===== src/sv/pfa_ram.sv =====
module pfa_ram #(
  parameter int WIDTH = 8,
  parameter int DEPTH = 16
) (
  input  logic                     clk_i,
  input  logic                     we_i,
  input  logic [$clog2(DEPTH)-1:0] waddr_i,
  input  logic [WIDTH-1:0]         wdata_i,
  input  logic                     re_i,
  input  logic [$clog2(DEPTH)-1:0] raddr_i,
  output logic [WIDTH-1:0]         rdata_o
);

  logic [WIDTH-1:0] mem [DEPTH];
  logic [WIDTH-1:0] rdata_q;

  // read data holds while no read is issued
  always_ff @(posedge clk_i) begin
    if (we_i) begin
      mem[waddr_i] <= wdata_i;
    end
    if (re_i) begin
      rdata_q <= mem[raddr_i];
    end
  end

  assign rdata_o = rdata_q;

endmodule


===== config.mk =====
export PLATFORM = sky130hd
export DESIGN_NAME = pfa_ram
export DESIGN_NICKNAME = d
export VERILOG_FILES = /design/src/sv/pfa_ram.sv
export SDC_FILE = /design/constraint.sdc
export NUM_CORES = 1
export LEC_CHECK = 0
export ABC_AREA = 1
export BUFFER_PORTS_ARGS = -buffer_cell sky130_fd_sc_hd__buf_2
export CAP_MARGIN = 20
export CORE_ASPECT_RATIO = 1.75
export CORE_MARGIN = 1.5
export CORE_UTILIZATION = 40
export DETAILED_ROUTE_END_ITERATION = 16
export PLACE_DENSITY = 0.63
export SLEW_MARGIN = 20
export SYNTH_ARGS = -nofsm -noshare
export SYNTH_HDL_FRONTEND = slang
export SYNTH_SLANG_ARGS = --single-unit

===== constraint.sdc =====
create_clock -name clk_i -period 3.3 [get_ports clk_i]
set_input_delay 0.66 -clock clk_i [delete_from_list [all_inputs] [get_ports clk_i]]
set_output_delay 0.66 -clock clk_i [all_outputs]
set_load 0.005 [all_outputs]

==> results of run 1 <==
[cell families after synthesis]
family        after synthesis  synth area share [%]
simple gates              289                 20.76
buf+inv                   126                 9.394
flops                     136                 69.85
[sequential cells by signal, summed over array words and instances (netlist names)]
name / cells
rdata_o: 8
mem: 128
[Yosys cell counts]
cell	count
buf_4	4
inv_2	2
buf_1	1
inv_1	100
nand2_1	173
buf_6	6
buf_2	13
edfxtp_1	136
nand3b_1	2
nand3_1	97
nor2_1	17
[per-stage QoR]
stage | instances | hold slack (ns) | utilization, %
after floorplan | 551 | 0.6829 | -
after global placement | 735 | 0.7318 | 42.41
after detailed placement | 735 | 0.7355 | 42.41
after CTS | 766 | 0.6058 | 46.40
after global routing | 766 | 0.6058 | 46.40
final | 766 | 0.6101 | 46.40
[layer usage]
metal  GRT usage [%]  part of all wire [%]
met1           19.59                    38
met2           32.54                    56
met3           3.688                   3.7
met4           7.598                   2.5
met5               0                     0
[where the power goes]
part | internal [mW] | switching [mW]
registers | 1.95 | 0.00971
clock network | 1.18 | 0.655
logic | 0.0606 | 0.154
[final timing paths]
check / slack [ns] / startpoint / endpoint / depth (start not counted)
setup / recovery: 1.33 / raddr_i[1] / rdata_o[2]$_DFFE_PP_ / 6
hold / removal: 0.61 / re_i / rdata_o[4]$_DFFE_PP_ / 1
setup reg to reg: 2.15 / mem[3][2]$_DFFE_PP_ / rdata_o[2]$_DFFE_PP_ / 6
hold reg to reg: 0.74 / mem[10][7]$_DFFE_PP_ / rdata_o[7]$_DFFE_PP_ / 6
[critical path: stages]
cell     delay [ns]
buf_2          0.50
inv_2          0.44
nand3_1        0.19
nand3_1        0.10
nand3_1        0.14
nand2_1        0.08
[layout by cell type, fill, tap and decap left out]
| master | synthesis | layout |
|---|---|---|
| clkinv_2 | 0 | 3 |
| clkinv_1 | 0 | 1 |
| clkbuf_1 | 0 | 5 |
| nand3b_1 | 2 | 2 |
| nand2_1 | 173 | 173 |
| inv_2 | 2 | 2 |
| buf_2 | 13 | 26 |
| clkbuf_16 | 0 | 17 |
| clkinv_4 | 0 | 2 |
| bufinv_16 | 0 | 3 |
| nand3_1 | 97 | 97 |
| inv_1 | 100 | 100 |
| edfxtp_1 | 136 | 136 |
| nor2_1 | 17 | 17 |
| buf_12 | 0 | 1 |
| buf_4 | 4 | 1 |
[layout make-up]
class / instances / area [sq um] / share of cell area [%]
Clock buffer: 22 / 444.2 / 6.696
Timing Repair Buffer: 28 / 157.7 / 2.376
Inverter: 102 / 382.9 / 5.771
Sequential cell: 136 / 4084 / 61.56
Clock inverter: 9 / 126.4 / 1.905
Tap cell: 180 / 225.2 / 3.395
Multi-Input combinational cell: 289 / 1214 / 18.29
==> flow_summary.yaml, run 1 <==
run_status:
  run_status: "finished, final reports clean"
global_route:
  grt_pass1_vias: 3788
  grt_first_pass_wirelength_mm: 19.94
  overflow: 0
  grt_antenna_before_repair: 0
  grt.total_usage_pct: 17.84
  grt_max_degree: 65
routing:
  detail_route.iter0.violations: 375
  drc: 0
  antenna_violating_nets_post_route: 0
  routedWlPerCell_um: 16.25
  detail_route.vias_per_cell: 4.894
  num_vias: 3749
  detail_route.first_pass.iterations: 7
  route.final.wire_length_mm: 12.45
placed_design:
  count_of_input_and_output_buffers: 26
  place_worst_setup_slack_ns: 0.9065
  place.detailed.hpwl_mm: 8.281
  placed_area_sq_um: 6063
  gp_congestion: 0.8063
synthesis:
  ys_seq_area_share_pct: 69.85
  syn_nets: 570
  yosysTopAreaCellShare_pct: 69.85
  post_synth_main_area_contributors: "edfxtp_1, nand2_1, nand3_1"
  post_synth_instance_area_sq_um: 5847
  postSynthRegisterBits: 136
  ys.warnings.count: 0
  synth_top_cell_by_area: "edfxtp_1"
  syn-instance-count: 551
  synth.distinct_cells: 11
  synthesis.area_per_instance_sq_um: 10.61
finish:
  insertedDiodeCount: 0
  num-nets-final: 593
  finalInstanceArea_sq_um: 6634
  final.fill_count: 1308
  drive_gt1_share_pct: 9.386
  area.growth.synth_to_final_pct: 13.46
worst_hold_path:
  min_path_type: "in -> reg"
sta:
  final_worst_slack_ns: 1.330
  clock-skew-final_ns: 0.008999
  clock.fmax_mhz: 507.7
  tightestPinTransition_ns: 0.9940
  final-setup-viol-count: 0
  relSlewSlack_pct: 33.49
  period_share_pct: 59.69
  final_period_minus_worst_setup_slack_ns: 1.970
  finalHoldViolCount: 0
  rsz0062_at_grt: "false"
  pins_over_slew_limit: 0
  final.setup.tns_ns: 0
worst_setup_path:
  setup.worst_path.end_class: "flop"
  critical_path_peak_fanout: 33
  timing.critical_path.from_type: "primary input"
  timing.critical_path.arrival_ns: 2.13
  timing.critical_path.required_ns: 3.46
  criticalPathCategory: "in -> reg"
floorplan:
  start_util_pct: 40.90
  fp_rows: 58
  fp.dieH_um: 162.9
  floorplan.io_pins: 27
  chipWidth_um: 94.39
  floorplan.core_area_sq_um: 14300
  die_area_sq_um: 15380
clocking:
  numCtsBuffers: 17
  clkTransAtPathRegs_ns: 0.06
  post_cts_resize_count: 0
  cts_setup_buffers: 0
  cts_hold_buf: 0
  htree_num_levels: 4
  clk-insertion-delay-late_ns: 0.42
  clock_tree.buffer_depth: 2
  tritoncts_num_sinks: 136
  root_buffer: "clkbuf_16"
  tritoncts: "done"
pwr:
  vdd_ir_drop_max_mv: 0.3129
  power_density_nw_per_um2: 603.6
  leakagePower_nw: 2.823
  post-layout-total-power_mw: 4.004
flow_run:
  drv.max_cap_violation_count: 0
No activity file was read; power rests on OpenSTA's default activity.
==> inputs of run 2 (changes only) <==
--- a/config.mk
+++ b/config.mk
@@ -12,7 +12,7 @@
 export CORE_MARGIN = 1.5
 export CORE_UTILIZATION = 40
 export DETAILED_ROUTE_END_ITERATION = 16
-export PLACE_DENSITY = 0.63
+export PLACE_DENSITY = 0.65
 export SLEW_MARGIN = 20
 export SYNTH_ARGS = -nofsm -noshare
 export SYNTH_HDL_FRONTEND = slang
==> constraint.sdc (replaced) <==
create_clock -name clk_i -period 1.77 [get_ports clk_i]
set_input_delay 0.354 -clock clk_i [delete_from_list [all_inputs] [get_ports clk_i]]
set_output_delay 0.354 -clock clk_i [all_outputs]
set_load 0.005 [all_outputs]
==> run 2 against run 1 <==
  * Cell count is 2.9% higher
  * Flip-flop and latch count unchanged
  * Sequential share of layout area shrank 1.2 points
  * Power up 79%
  * Critical endpoint is now rdata_o[2]
  * Largest cell class unchanged
==> flow_summary.yaml, run 2 (same netlist as run 1, synthesis figures left out) <==
global_route:
  overflow: 0
  grt_max_degree: 65
  grt_antenna_before_repair: 0
  grt.total_usage_pct: 17.64
  grt_first_pass_wirelength_mm: 19.75
  grt_pass1_vias: 3916
routing:
  detail_route.iter0.violations: 251
  detail_route.first_pass.iterations: 4
  detail_route.vias_per_cell: 4.878
  route.final.wire_length_mm: 12.58
  drc: 0
  num_vias: 3844
  antenna_violating_nets_post_route: 0
  routedWlPerCell_um: 15.96
finish:
  registers.top_by_ff_count: "mem"
  finalInstanceArea_sq_um: 6761
  mostFrequentLayoutCell: "nand2_1"
  max_reg_flops: 128
  drive_gt1_share_pct: 12.50
  num-nets-final: 615
  area.growth.synth_to_final_pct: 15.64
  final.fill_count: 1272
  insertedDiodeCount: 0
  mostFrequentLayoutCells: "nand2_1, edfxtp_1, inv_1"
flow_run:
  drv.max_cap_violation_count: 0
sta:
  rsz0062_at_grt: "false"
  final.setup.tns_ns: 0
  clock-skew-final_ns: 0.008551
  final_period_minus_worst_setup_slack_ns: 1.323
  period_share_pct: 74.77
  relSlewSlack_pct: 61.71
  clock.fmax_mhz: 755.6
  pins_over_slew_limit: 0
  final-setup-viol-count: 0
  tightestPinTransition_ns: 0.5736
  finalHoldViolCount: 0
worst_setup_path:
  r2r.worst_path.cells: 6
  critical_path_peak_fanout: 1
  critical-path-max-stage-delay_ns: 0.41
  crit_buf_inv: 1
  timing.critical_path.from_type: "flop"
  critical_path.cell_chain: "buf_2"
  timing.critical_path.required_ns: 1.42
  timing.critical_path.arrival_ns: 0.97
  number_of_cells_on_the_critical_path: 1
  setup.worst_path.end_class: "output pin"
  critical-path-slowest-cell: "edfxtp_1"
  path_delay_family: "flip-flops"
  criticalPathCategory: "reg -> out"
placed_design:
  placed_area_sq_um: 6241
  place.detailed.hpwl_mm: 8.355
  count_of_input_and_output_buffers: 26
  gp_congestion: 0.8248
clocking:
  root_buffer: "clkbuf_16"
  cts_setup_buffers: 0
  clkTransAtPathRegs_ns: 0.06
  post_cts_resize_count: 0
  tritoncts_num_sinks: 136
  htree_num_levels: 4
  cts_hold_buf: 0
  numCtsBuffers: 17
  clk-insertion-delay-late_ns: 0.41
  tritoncts: "done"
  clock_tree.buffer_depth: 2
floorplan:
  chipWidth_um: 94.39
  fp_rows: 58
  fp.dieH_um: 162.9
  die_area_sq_um: 15380
  floorplan.core_area_sq_um: 14300
  floorplan.io_pins: 27
  start_util_pct: 40.90
pwr:
  leakagePower_nw: 2.915
  post-layout-total-power_mw: 7.159
  power_density_nw_per_um2: 1059
  vdd_ir_drop_max_mv: 0.5527
worst_hold_path:
  worstHoldPathCells: 1
  min_path_type: "in -> reg"
run_status:
  run_status: "finished, final reports clean"
[run 2: cell type report]
class,instances,area (sq um),area share (%)
Clock buffer,20,436.7,6.458
Clock inverter,11,83.83,1.240
Multi-Input combinational cell,289,1214,17.95
Timing Repair Buffer,50,335.3,4.959
Inverter,102,382.9,5.662
Tap cell,180,225.2,3.331
Sequential cell,136,4084,60.40
[run 2: worst paths after layout]
check                                           from              endpoint  slack, ns
worst min-delay path                            re_i  rdata_o[4]$_DFFE_PP_       0.31
worst min register to register  mem[14][4]$_DFFE_PP_  rdata_o[4]$_DFFE_PP_       0.74
worst max register to register  mem[13][7]$_DFFE_PP_  rdata_o[7]$_DFFE_PP_       0.65
worst max-delay path            rdata_o[2]$_DFFE_PP_            rdata_o[2]       0.45
[run 2: through the flow]
| stage | utilization, % | worst slack, ns | hold WS (ns) | cells |
|---|---|---|---|---|
| global route | 47.30 | 0.4065 | 0.2985 | 788 |
| finish | 47.30 | 0.4465 | 0.3098 | 788 |
| floorplan | - | 0.4652 | 0.4529 | 551 |
| global placement | 43.65 | 0.2460 | 0.7238 | 757 |
| CTS | 47.30 | 0.4082 | 0.3001 | 788 |
| detailed placement | 43.65 | 0.2013 | 0.7261 | 757 |
[run 2: metal layers]
layer / up-vias / track usage, % / share of wire [%]
li1: 1872 / - / -
met1: 1838 / 18.18 / 36
met2: 107 / 32.60 / 56
met3: 27 / 3.968 / 4.8
met4: 0 / 8.752 / 3.1
met5: - / 0 / 0
[run 2: power breakdown]
group	total (mW)	switching, mW	internal (mW)	leakage [nW]
Clock	3.09	1.20	1.89	0.250
Sequential	3.65	0.0189	3.63	1.24
Combinational	0.420	0.290	0.129	1.43
Total	7.16	1.51	5.65	2.92
==> inputs of run 3 (changes only) <==
--- a/config.mk
+++ b/config.mk
@@ -12,7 +12,7 @@
 export CORE_MARGIN = 1.5
 export CORE_UTILIZATION = 40
 export DETAILED_ROUTE_END_ITERATION = 16
-export PLACE_DENSITY = 0.65
+export PLACE_DENSITY = 0.63
 export SLEW_MARGIN = 20
 export SYNTH_ARGS = -nofsm -noshare
 export SYNTH_HDL_FRONTEND = slang
==> constraint.sdc (replaced) <==
create_clock -name clk_i -period 1.3 [get_ports clk_i]
set_input_delay 0.26 -clock clk_i [delete_from_list [all_inputs] [get_ports clk_i]]
set_output_delay 0.26 -clock clk_i [all_outputs]
set_load 0.005 [all_outputs]
==> run 3 against run 2 <==
  * Combinational power up 41%
  * Critical endpoint is now rdata_o[7]
  * Register-to-register slack worse by 0.47 ns
  * Die area unchanged
  * Wire length up 1.9%
==> flow_summary.yaml, run 3 (same netlist as run 1, synthesis figures left out) <==
run_status:
  run_status: "finished, final reports clean"
worst_setup_path:
  timing.critical_path.required_ns: 1.04
  critical-path-slowest-cell: "edfxtp_1"
  timing.critical_path.from_type: "flop"
  ff2ff_setup_slack_ns: 0.18
  criticalPathCategory: "reg -> out"
  setup.worst_path.end_class: "output pin"
  critical_path_peak_fanout: 1
  crit_buf_inv: 1
  timing.critical_path.arrival_ns: 0.97
  critical-path-max-stage-delay_ns: 0.41
  path_delay_family: "flip-flops"
  critical_path.cell_chain: "buf_2"
flow_run:
  drv.max_cap_violation_count: 0
global_route:
  grt_first_pass_wirelength_mm: 20.71
  grt.total_usage_pct: 18.42
  overflow: 0
  grt_max_degree: 65
  grt_pass1_vias: 3984
  grt_antenna_before_repair: 0
clocking:
  tritoncts: "done"
  clkTransAtPathRegs_ns: 0.05
  clock_tree.buffer_depth: 2
  numCtsBuffers: 17
  tritoncts_num_sinks: 136
  clk-insertion-delay-late_ns: 0.41
  cts_setup_buffers: 0
  post_cts_resize_count: 0
  root_buffer: "clkbuf_16"
  htree_num_levels: 4
  cts_hold_buf: 0
floorplan:
  die_area_sq_um: 15380
  start_util_pct: 40.90
  floorplan.io_pins: 27
  fp.dieH_um: 162.9
  floorplan.core_area_sq_um: 14300
  fp_rows: 58
  chipWidth_um: 94.39
routing:
  routedWlPerCell_um: 16.15
  detail_route.iter0.violations: 283
  detail_route.first_pass.iterations: 5
  antenna_violating_nets_post_route: 0
  route.final.wire_length_mm: 12.82
  detail_route.vias_per_cell: 4.815
  num_vias: 3823
  drc: 0
worst_hold_path:
  min_path_type: "in -> reg"
placed_design:
  count_of_input_and_output_buffers: 26
  placed_area_sq_um: 6311
  dp.cells: 763
  place.detailed.hpwl_mm: 8.549
  gp_congestion: 0.8224
finish:
  drive_gt1_share_pct: 14.17
  insertedDiodeCount: 0
  mostFrequentLayoutCells: "nand2_1, edfxtp_1, inv_1"
  registers.top_by_ff_count: "mem"
  area.growth.synth_to_final_pct: 18.34
  final-instance-count-excl-fill: 794
  finalInstanceArea_sq_um: 6919
  max_reg_flops: 128
  mostFrequentLayoutCell: "nand2_1"
  num-nets-final: 621
sta:
  rsz0062_at_grt: "false"
  pins_over_slew_limit: 0
  final_period_minus_worst_setup_slack_ns: 1.234
  clock.fmax_mhz: 810.5
  relSlewSlack_pct: 61.97
  tightestPinTransition_ns: 0.5696
  clock-skew-final_ns: 0.008785
  timing.hold.ws_ns: 0.2331
  finalHoldViolCount: 0
  final-setup-viol-count: 0
  period_share_pct: 94.90
pwr:
  post-layout-total-power_mw: 10.42
  vdd_ir_drop_max_mv: 0.7494
  power_density_nw_per_um2: 1506
  leakagePower_nw: 2.995
-- run 3: path summary, 6_finish.rpt --
kind	startpoint	to	depth (start not counted)
setup / recovery	rdata_o[7]$_DFFE_PP_	rdata_o[7]	1
hold / removal	re_i	rdata_o[7]$_DFFE_PP_	1
setup reg to reg	mem[7][1]$_DFFE_PP_	rdata_o[1]$_DFFE_PP_	6
hold reg to reg	mem[10][0]$_DFFE_PP_	rdata_o[0]$_DFFE_PP_	6
-- run 3: metal layers --
metal	vias to the layer above	global-route usage [%]	share of wire (%)
li1	1883	-	-
met1	1778	20.51	37
met2	130	32.57	55
met3	32	3.641	4.5
met4	0	9.566	3.5
met5	-	0	0
-- run 3: metrics by stage --
step,worst slack (ns),setup TNS [ns],util [%]
final,0.06626,0,48.40
after global routing,0.03185,0,48.40
after CTS,0.03472,0,48.40
after detailed placement,-0.1502,-1.147,44.14
after global placement,-0.1199,-0.8196,44.14
after floorplan,0.08916,0,-
-- run 3: where the power goes --
group / leakage (nW) / switching, mW / internal (mW)
combinational: 1.47 / 0.401 / 0.192
clock: 0.290 / 1.68 / 3.17
sequential: 1.24 / 0.0290 / 4.94
-- run 3: layout make-up --
type / instances / area (sq um)
fillers: 1276 / 7377
flip-flops and latches: 136 / 4084
multi-input cells: 289 / 1214
clock buffers: 17 / 425.4
repair buffers: 56 / 405.4
inverters: 102 / 382.9
well taps: 180 / 225.2
clock inverters: 14 / 182.7
